--- src/rtp_traffic_loss_monitor_assert.svh ---
// Assertion macros for the RTP traffic loss monitor RTL.
`ifndef RTP_TRAFFIC_LOSS_MONITOR_ASSERT_SVH
`define RTP_TRAFFIC_LOSS_MONITOR_ASSERT_SVH

// Same-cycle implication, reset masked.
`define RTLM_ASSERT_IMP(lbl, clk, rst_n, ante, cons, msg) \
    lbl: assert property (@(posedge clk) disable iff (!rst_n) (ante) |-> (cons)) \
        else $error(msg);

// Next-cycle implication, reset masked.
`define RTLM_ASSERT_NXT(lbl, clk, rst_n, ante, cons, msg) \
    lbl: assert property (@(posedge clk) disable iff (!rst_n) (ante) |=> (cons)) \
        else $error(msg);

`endif

--- src/rtlm_pkg.sv ---
// Types and constants of the RTP traffic loss monitor.
`default_nettype none

package rtlm_pkg;

    localparam int CFG_IDX_W  = 3;
    localparam int CFG_DATA_W = 32;

    localparam logic [CFG_IDX_W-1:0] CFG_FEATURE_KIND       = 3'd0;
    localparam logic [CFG_IDX_W-1:0] CFG_PORT_FILTER        = 3'd1;
    localparam logic [CFG_IDX_W-1:0] CFG_MATCH_PORT         = 3'd2;
    localparam logic [CFG_IDX_W-1:0] CFG_MATCH_PAYLOAD_TYPE = 3'd3;
    localparam logic [CFG_IDX_W-1:0] CFG_MATCH_SRC_ADDR     = 3'd4;

    localparam logic [3:0] FK_IP_PKTS      = 4'd0;
    localparam logic [3:0] FK_IP_SRC_PKTS  = 4'd1;
    localparam logic [3:0] FK_IP_BYTES     = 4'd2;
    localparam logic [3:0] FK_TCP_PKTS     = 4'd3;
    localparam logic [3:0] FK_TCP_BYTES    = 4'd4;
    localparam logic [3:0] FK_UDP_PKTS     = 4'd5;
    localparam logic [3:0] FK_UDP_BYTES    = 4'd6;
    localparam logic [3:0] FK_RTP_PKTS     = 4'd7;
    localparam logic [3:0] FK_RTP_BYTES    = 4'd8;
    localparam logic [3:0] FK_LOST_PKTS    = 4'd9;
    localparam logic [3:0] FK_LOST_FRAMES  = 4'd10;

    localparam logic [1:0] PF_NONE     = 2'd0;
    localparam logic [1:0] PF_SRC_PORT = 2'd1;
    localparam logic [1:0] PF_DST_PORT = 2'd2;

    typedef struct packed {
        logic        is_ip;
        logic        is_tcp;
        logic        is_udp;
        logic [31:0] src_addr;
        logic [15:0] ip_total_len;
        logic [15:0] src_port;
        logic [15:0] dst_port;
        logic [6:0]  rtp_type;
        logic [15:0] rtp_seq;
        logic [31:0] rtp_stamp;
    } t_pkt;

    typedef struct packed {
        logic [15:0] feature_value;
    } t_feat;

endpackage

`default_nettype wire

--- src/rtlm_if.sv ---
// Valid/ready channel interfaces for packet requests and feature results.
`default_nettype none

interface rtlm_pkt_if;
    import rtlm_pkg::*;
    logic valid;
    logic ready;
    t_pkt data;
    modport source(output valid, output data, input ready);
    modport sink(input valid, input data, output ready);
endinterface

interface rtlm_feat_if;
    import rtlm_pkg::*;
    logic  valid;
    logic  ready;
    t_feat data;
    modport source(output valid, output data, input ready);
    modport sink(input valid, input data, output ready);
endinterface

`default_nettype wire

--- src/rtp_traffic_loss_monitor.sv ---
// Top level: per-packet feature evaluator with RTP sequence loss tracking.
// Takes packet requests and returns exactly one 16-bit feature value per request, in
// order: a request is held in the input register, then the filter, the 16-bit sequence
// compare and the state update go through one level of logic into the result register.
// Throughput is one request per cycle while the result side takes results; a stalled
// result holds the pipeline without loss. Configuration registers are to be written
// through the plain write port while idle by the user; the block does not enforce it.
`default_nettype none

module rtp_traffic_loss_monitor (
    input  logic                              i_clk,
    input  logic                              i_rst_n,
    rtlm_pkt_if.sink                          i_pkt,
    rtlm_feat_if.source                       o_feat,
    input  logic                              i_cfg_we,
    input  logic [rtlm_pkg::CFG_IDX_W-1:0]    i_cfg_idx,
    input  logic [rtlm_pkg::CFG_DATA_W-1:0]   i_cfg_data
);
    import rtlm_pkg::*;

    `include "rtp_traffic_loss_monitor_assert.svh"

    logic [3:0]  r_feature_kind;
    logic [1:0]  r_port_filter;
    logic [15:0] r_match_port;
    logic [6:0]  r_match_payload_type;
    logic [31:0] r_match_src_addr;

    logic        r_in_valid;
    t_pkt        r_in;
    logic        r_out_valid;
    logic [15:0] r_out_value;

    logic [15:0] r_last_seq;
    logic        r_seq_primed;
    logic [31:0] r_last_stamp;

    logic [15:0] n_last_seq;
    logic        n_seq_primed;
    logic [31:0] n_last_stamp;
    logic [15:0] n_out_value;

    logic        adv;
    logic        proc;
    logic        port_ok;
    logic        rtp_ok;
    logic [15:0] seq_diff;
    logic        newer;

    // Config registers
    always_ff @(posedge i_clk) begin
        if (!i_rst_n) begin
            r_feature_kind       <= '0;
            r_port_filter        <= '0;
            r_match_port         <= '0;
            r_match_payload_type <= '0;
            r_match_src_addr     <= '0;
        end else if (i_cfg_we) begin
            case (i_cfg_idx)
                CFG_FEATURE_KIND:       r_feature_kind       <= i_cfg_data[3:0];
                CFG_PORT_FILTER:        r_port_filter        <= i_cfg_data[1:0];
                CFG_MATCH_PORT:         r_match_port         <= i_cfg_data[15:0];
                CFG_MATCH_PAYLOAD_TYPE: r_match_payload_type <= i_cfg_data[6:0];
                CFG_MATCH_SRC_ADDR:     r_match_src_addr     <= i_cfg_data[31:0];
                default: ;
            endcase
        end
    end

    assign adv         = !r_out_valid || o_feat.ready;
    assign proc        = r_in_valid && adv;
    assign i_pkt.ready = !r_in_valid || adv;

    // Input register
    always_ff @(posedge i_clk) begin
        if (!i_rst_n) begin
            r_in_valid <= 1'b0;
        end else if (i_pkt.ready) begin
            r_in_valid <= i_pkt.valid;
        end
    end

    always_ff @(posedge i_clk) begin
        if (i_pkt.valid && i_pkt.ready) begin
            r_in <= i_pkt.data;
        end
    end

    always_comb begin
        case (r_port_filter)
            PF_SRC_PORT: port_ok = (r_in.src_port == r_match_port);
            PF_DST_PORT: port_ok = (r_in.dst_port == r_match_port);
            default:     port_ok = 1'b1;
        endcase
    end

    assign rtp_ok   = (r_in.is_tcp || r_in.is_udp) && port_ok &&
                      (r_in.rtp_type == r_match_payload_type);
    assign seq_diff = r_in.rtp_seq - r_last_seq;
    assign newer    = (seq_diff != 16'd0) && !seq_diff[15];

    always_comb begin
        n_out_value  = '0;
        n_last_seq   = r_last_seq;
        n_seq_primed = r_seq_primed;
        n_last_stamp = r_last_stamp;
        case (r_feature_kind)
            FK_IP_PKTS:     n_out_value = {15'd0, r_in.is_ip};
            FK_IP_SRC_PKTS: n_out_value = {15'd0,
                                r_in.is_ip && (r_in.src_addr == r_match_src_addr)};
            FK_IP_BYTES:    n_out_value = r_in.is_ip ? r_in.ip_total_len : 16'd0;
            FK_TCP_PKTS:    n_out_value = {15'd0, r_in.is_tcp && port_ok};
            FK_TCP_BYTES:   n_out_value = (r_in.is_tcp && port_ok) ? r_in.ip_total_len : 16'd0;
            FK_UDP_PKTS:    n_out_value = {15'd0, r_in.is_udp && port_ok};
            FK_UDP_BYTES:   n_out_value = (r_in.is_udp && port_ok) ? r_in.ip_total_len : 16'd0;
            FK_RTP_PKTS:    n_out_value = {15'd0, rtp_ok};
            FK_RTP_BYTES:   n_out_value = rtp_ok ? r_in.ip_total_len : 16'd0;
            FK_LOST_PKTS, FK_LOST_FRAMES: begin
                if (rtp_ok) begin
                    if (!r_seq_primed) begin
                        n_last_seq   = r_in.rtp_seq;
                        n_seq_primed = 1'b1;
                    end else if (newer) begin
                        n_last_seq = r_in.rtp_seq;
                        if (r_feature_kind == FK_LOST_PKTS) begin
                            n_out_value = seq_diff - 16'd1;
                        end else begin
                            n_out_value  = {15'd0, (seq_diff > 16'd1) &&
                                                   (r_in.rtp_stamp != r_last_stamp)};
                            n_last_stamp = r_in.rtp_stamp;
                        end
                    end
                end
            end
            default: n_out_value = '0;
        endcase
    end

    // Sequence state, updated as a request moves to the result register
    always_ff @(posedge i_clk) begin
        if (!i_rst_n) begin
            r_last_seq   <= '0;
            r_seq_primed <= 1'b0;
            r_last_stamp <= '0;
        end else if (proc) begin
            r_last_seq   <= n_last_seq;
            r_seq_primed <= n_seq_primed;
            r_last_stamp <= n_last_stamp;
        end
    end

    // Result register
    always_ff @(posedge i_clk) begin
        if (!i_rst_n) begin
            r_out_valid <= 1'b0;
        end else if (adv) begin
            r_out_valid <= r_in_valid;
        end
    end

    always_ff @(posedge i_clk) begin
        if (proc) begin
            r_out_value <= n_out_value;
        end
    end

    assign o_feat.valid              = r_out_valid;
    assign o_feat.data.feature_value = r_out_value;

    `RTLM_ASSERT_NXT(a_in_held, i_clk, i_rst_n, r_in_valid && !adv, r_in_valid,
        "pending request dropped while result stalled")
    `RTLM_ASSERT_NXT(a_state_idle, i_clk, i_rst_n, !proc,
        $stable(r_last_seq) && $stable(r_last_stamp) && $stable(r_seq_primed),
        "sequence state changed without a request")
    `RTLM_ASSERT_NXT(a_primed_sticky, i_clk, i_rst_n, r_seq_primed, r_seq_primed,
        "sequence tracking lost its primed state")
    `RTLM_ASSERT_NXT(a_frame_flag, i_clk, i_rst_n,
        proc && (r_feature_kind == FK_LOST_FRAMES), r_out_value <= 16'd1,
        "lost-frame result above one")
    `RTLM_ASSERT_IMP(a_stamp_with_seq, i_clk, i_rst_n,
        proc && (n_last_stamp != r_last_stamp), n_last_seq != r_last_seq,
        "timestamp updated without a newer sequence number")

endmodule

`default_nettype wire

--- src/flat_wrapper.sv ---
// flat-port wrapper written by rule: the top's interface ports become plain ports
module rtp_traffic_loss_monitor_flat import rtlm_pkg::*;
  (i_clk, i_rst_n, i_cfg_we, i_cfg_idx, i_cfg_data, i_pkt_valid, i_pkt_data, i_pkt_ready, o_feat_valid, o_feat_data, o_feat_ready);
  rtlm_pkt_if i_pkt_i ();
  rtlm_feat_if o_feat_i ();
  input  logic i_clk;
  input  logic i_rst_n;
  input  logic i_cfg_we;
  input  logic [rtlm_pkg::CFG_IDX_W-1:0] i_cfg_idx;
  input  logic [rtlm_pkg::CFG_DATA_W-1:0] i_cfg_data;
  input wire logic [$bits(i_pkt_i.valid)-1:0] i_pkt_valid;
  input wire logic [$bits(i_pkt_i.data)-1:0] i_pkt_data;
  output wire logic [$bits(i_pkt_i.ready)-1:0] i_pkt_ready;
  output wire logic [$bits(o_feat_i.valid)-1:0] o_feat_valid;
  output wire logic [$bits(o_feat_i.data)-1:0] o_feat_data;
  input wire logic [$bits(o_feat_i.ready)-1:0] o_feat_ready;
  assign i_pkt_i.valid = i_pkt_valid;
  assign i_pkt_i.data = i_pkt_data;
  assign i_pkt_ready = i_pkt_i.ready;
  assign o_feat_valid = o_feat_i.valid;
  assign o_feat_data = o_feat_i.data;
  assign o_feat_i.ready = o_feat_ready;
  rtp_traffic_loss_monitor u_core (.i_clk(i_clk), .i_rst_n(i_rst_n), .i_pkt(i_pkt_i), .o_feat(o_feat_i), .i_cfg_we(i_cfg_we), .i_cfg_idx(i_cfg_idx), .i_cfg_data(i_cfg_data));
endmodule
--- config.mk ---
export PLATFORM = sky130hd
export DESIGN_NAME = rtp_traffic_loss_monitor_flat
export DESIGN_NICKNAME = d
export VERILOG_FILES = /design/src/rtlm_pkg.sv /design/src/rtlm_if.sv /design/src/rtp_traffic_loss_monitor.sv /design/src/flat_wrapper.sv
export VERILOG_INCLUDE_DIRS = /design/src /design/src/src
export SDC_FILE = /design/constraint.sdc
export NUM_CORES = 1
export LEC_CHECK = 0
export ABC_CLOCK_PERIOD_IN_PS = 5400
export BUFFER_PORTS_ARGS = -buffer_cell sky130_fd_sc_hd__clkbuf_2
export CORE_ASPECT_RATIO = 1.75
export CORE_MARGIN = 5
export CORE_UTILIZATION = 59
export CTS_BUF_LIST = sky130_fd_sc_hd__clkbuf_4
export CTS_CLUSTER_SIZE = 16
export DETAILED_ROUTE_END_ITERATION = 10
export GPL_TIMING_DRIVEN = 0
export PLACE_DENSITY = 0.94
export SLEW_MARGIN = 5
export SYNTH_ARGS = -nofsm -noshare
export SYNTH_HDL_FRONTEND = slang
export SYNTH_SLANG_ARGS = --single-unit
--- constraint.sdc ---
create_clock -name i_clk -period 5.4 [get_ports i_clk]
set_input_delay 0.81 -clock i_clk [delete_from_list [all_inputs] [get_ports i_clk]]
set_output_delay 0.81 -clock i_clk [all_outputs]
set_load 0.005 [all_outputs]
==> reports/qor.txt <==
CTS root buffer: clkbuf_4
Sequential-to-total area share from yosys stat: 0.579
Pin count of the biggest net entering global routing: 72
Power share of the clock group: 0.389
Yosys reg bits: 266
Initial antenna violation count: 3
Area grow syn2layout: 18.0%
RePlAce Congestion: 0.923
I/O pin count: 196
Reg2reg path depth: 14
Net Switching: 1030 uW
Seq pwr share: 0.530
Final ANT Viol Nets: 0
Worst-path maximum fanout: 10
Crit Path Category: reg2reg
Cell count after synthesis: 1056
DP HPWL: 22800 um
Tot GR Track Use: 0.277
Tot Pwr: 4290 uW
Final Cycle Share: 0.784
Post-synth net total: 1254
FF-to-FF End: u_core.o_feat.data[12]$_DFFE_PP_
Ys async rst share: 0
DRC viols: 0
Vias: 9393
DP Area: 0.0132 sq mm
Post-Route WL: 31600 um
Initial DRC count: 755
Switching share of power: 0.241
FMAX: 236 MHz
EDFF count, synth: 154
Number of port buffers: 193
Crit path from: u_core.r_in[32]$_DFFE_PP_
Max Root-Sink Buffers: 3
Mapped Area: 0.0119 sq mm
Fin area: 0.0140 sq mm
Starting density of the core: 0.600
Vias per Instance: 5.83
Clk sink count: 266
# Post-CTS Setup Buffers: 0
Register-to-register setup slack: 1.17 ns
Startpoint class of the critical path: register
H-tree depth: 2
GRT overflow: 0
Synth Flop Type: edfxtp_1
Worst-margin pin slew: 0.936 ns
DRT Pass-1 Iters: 5
Clock skew: 0.0314 ns
Status: finished clean
Final Net Count: 1509
Final setup vio count: 0
RSZ-0062 raised after global routing: false
Filler cells: 1390
Clock buffer count from CTS: 59
Leak: 0.00518 uW
Number of hold buffers added after CTS: 0
Crit path capture: u_core.o_feat.data[12]$_DFFE_PP_
Crit Reg-Reg Startpoint: u_core.r_in[32]$_DFFE_PP_
Share of cells above drive strength 1: 0.236
Row count: 68
First-pass GRT wire length: 49600 um
Clock transition at path regs: 0.09 ns
Comb pwr share: 0.081
Cell Pwr Density: 307 mW/mm^2
Max-slew violation count: 0
CTS tree: yes
Average cell area after synthesis: 11.2 sq um
Final hold vios: 0
Die area: 0.0231 sq mm
Tmin final: 4.23 ns
Die Height: 197 um
Critical Path End Type: register
VDD IR max: 238 uV
Syn. warnings: 0
CORE AREA: 0.0197 sq mm
Die W: 117 um
Number of global-route vias before repair: 9952
HP Class: in2reg
Pint: 3260 uW
Worst slew margin: 0.376
Worst-Skew Late Latency: 0.73 ns
CP required: 5.85 ns
DR WL/cell: 19.7 um
Number of gates resized after CTS: 0
Post-synth cell types: 72
Critical path arrival: 4.69 ns
Max-Cap Viols: 0
metrics by stage:
step / utilization / setup TNS (ns) / cells / hold slack [ns] / worst slack (ns)
finish: 0.709 / 0 / 1610 / 0.249 / 1.17
global route: 0.709 / 0 / 1610 / 0.193 / 0.893
CTS: 0.708 / 0 / 1607 / 0.201 / 1.22
detailed placement: 0.666 / 0 / 1495 / 0.450 / 1.29
global placement: 0.665 / -59.35 / 1494 / 0.442 / -0.442
floorplan: - / 0 / 1056 / 0.435 / 0.753
cell type report:
type / instances / area [sq um] / area share
antenna: 3 / 7.51 / 0.000537
buffer: 66 / 300 / 0.0215
clock buffer: 94 / 706 / 0.0504
clock inverter: 18 / 121 / 0.00868
inverter: 27 / 101 / 0.00725
multi-input combinational: 697 / 4590 / 0.328
sequential: 266 / 6870 / 0.491
tap: 245 / 307 / 0.0219
timing repair buffer: 194 / 993 / 0.0710
critical path: stages, from the launching register on:
cell      delay, ns
edfxtp_1       0.42
inv_1          0.09
ha_1           0.19
inv_1          0.07
fa_1           0.46
a211oi_2       0.40
o21a_1         0.23
o21ai_1        0.11
o311ai_1       0.55
a21boi_2       0.36
nand4_2        0.28
and3_1         0.25
buf_2          0.14
buf_2          0.18
a22o_1         0.20
power by group through the flow:
stage                     Clock, uW  Combinational, uW  Sequential (uW)
after floorplan                   0                196             2310
after CTS                      1700                346             2270
final                          1670                348             2270
after global routing           1800                380             2280
after global placement            0                329             2320
after detailed placement          0                343             2320
routing by layer:
metal,up-vias,track usage,routed length (um)
li1,4397,-,-
met1,4405,0.294,10600
met2,456,0.488,16700
met3,135,0.0638,2330
met4,0,0.162,1980
met5,-,0,0
worst min-delay path by stage:
stage                                             from                            endpoint  slack [ns]  cells past startpoint
floorplan           u_core.r_last_seq[10]$_SDFFE_PN0P_  u_core.r_last_seq[10]$_SDFFE_PN0P_        0.43                      2
global placement     u_core.r_last_seq[4]$_SDFFE_PN0P_   u_core.r_last_seq[4]$_SDFFE_PN0P_        0.44                      2
detailed placement   u_core.r_last_seq[4]$_SDFFE_PN0P_   u_core.r_last_seq[4]$_SDFFE_PN0P_        0.45                      2
CTS                                    i_pkt_data[114]          u_core.r_in[114]$_DFFE_PP_        0.20                      1
global route                           i_pkt_data[113]          u_core.r_in[113]$_DFFE_PP_        0.19                      1
finish                                  i_pkt_data[87]           u_core.r_in[87]$_DFFE_PP_        0.25                      1
cells by family after synthesis:
kind of cell | synth area share
adders and majority gates | 0.0217
DFF | 0.579
buffers and inverters | 0.0339
and+or+nand+nor | 0.125
xor gates and xnor gates | 0.0783
muxes | 0.0405
AOI/OAI and AO/OA | 0.121
registers in the layout, indices dropped and copies added, names as in the netlist:
register,count
u_core.r_in,138
u_core.r_last_stamp,32
u_core.r_match_src_addr,32
u_core.o_feat.data,16
u_core.r_last_seq,16
u_core.r_match_port,16
u_core.r_match_payload_type,7
u_core.r_feature_kind,4
u_core.r_port_filter,2
u_core.o_feat.valid,1
u_core.r_in_valid,1
u_core.r_seq_primed,1
synth_stat cells (all sizes together) (2+ instances only):
cell type / n / share of area
inv: 26 / 0.0082
xnor2: 71 / 0.052
nor3b: 2 / 0.0013
buf: 14 / 0.0087
a211oi: 10 / 0.0072
a211o: 3 / 0.0022
dfxtp: 112 / 0.19
nand3b: 2 / 0.0013
o31ai: 33 / 0.021
nand4b: 2 / 0.0015
o221ai: 2 / 0.0015
o2111ai: 2 / 0.0015
o21ai: 16 / 0.0068
a22o: 14 / 0.010
a21oi: 103 / 0.044
a2111oi: 2 / 0.0015
nand2: 149 / 0.047
a41oi: 2 / 0.0015
a21o: 4 / 0.0025
mux2i: 48 / 0.041
nor4: 13 / 0.0074
and3b: 2 / 0.0015
clkbuf: 52 / 0.017
nand2b: 5 / 0.0026
nor3: 3 / 0.0013
a22oi: 2 / 0.0013
a31oi: 3 / 0.0016
nor2b: 5 / 0.0029
o211ai: 7 / 0.0056
and2: 7 / 0.0037
edfxtp: 154 / 0.39
nand4: 50 / 0.027
nand3: 12 / 0.0051
ha: 19 / 0.020
o21a: 3 / 0.0019
and3: 7 / 0.0038
and2b: 2 / 0.0013
nor2: 35 / 0.011
xor2: 35 / 0.026
and4: 5 / 0.0037
placed cells by master (no fill, tap or decap), types with 4 or more instances in the layout:
cell type and count:
edfxtp_1 154, a22o_1 14, o31ai_1 33, nor2b_1 4
clkbuf_1 50, nand2_1 149, inv_1 26, dfxtp_1 112
and3_1 6, o21ai_0 14, nand3_1 12, and4_1 5
clkbuf_4 94, clkbuf_2 195, a21oi_1 102, xor2_1 35
buf_2 9, xnor2_1 71, a211oi_1 8, clkinv_1 15
a21o_1 4, o211ai_1 6, nand2b_1 5, ha_1 19
mux2i_1 48, and2_1 6, nor2_1 35, nor4_1 12
nand4_1 49
Note: power is estimated with default switching activity, not from simulation.
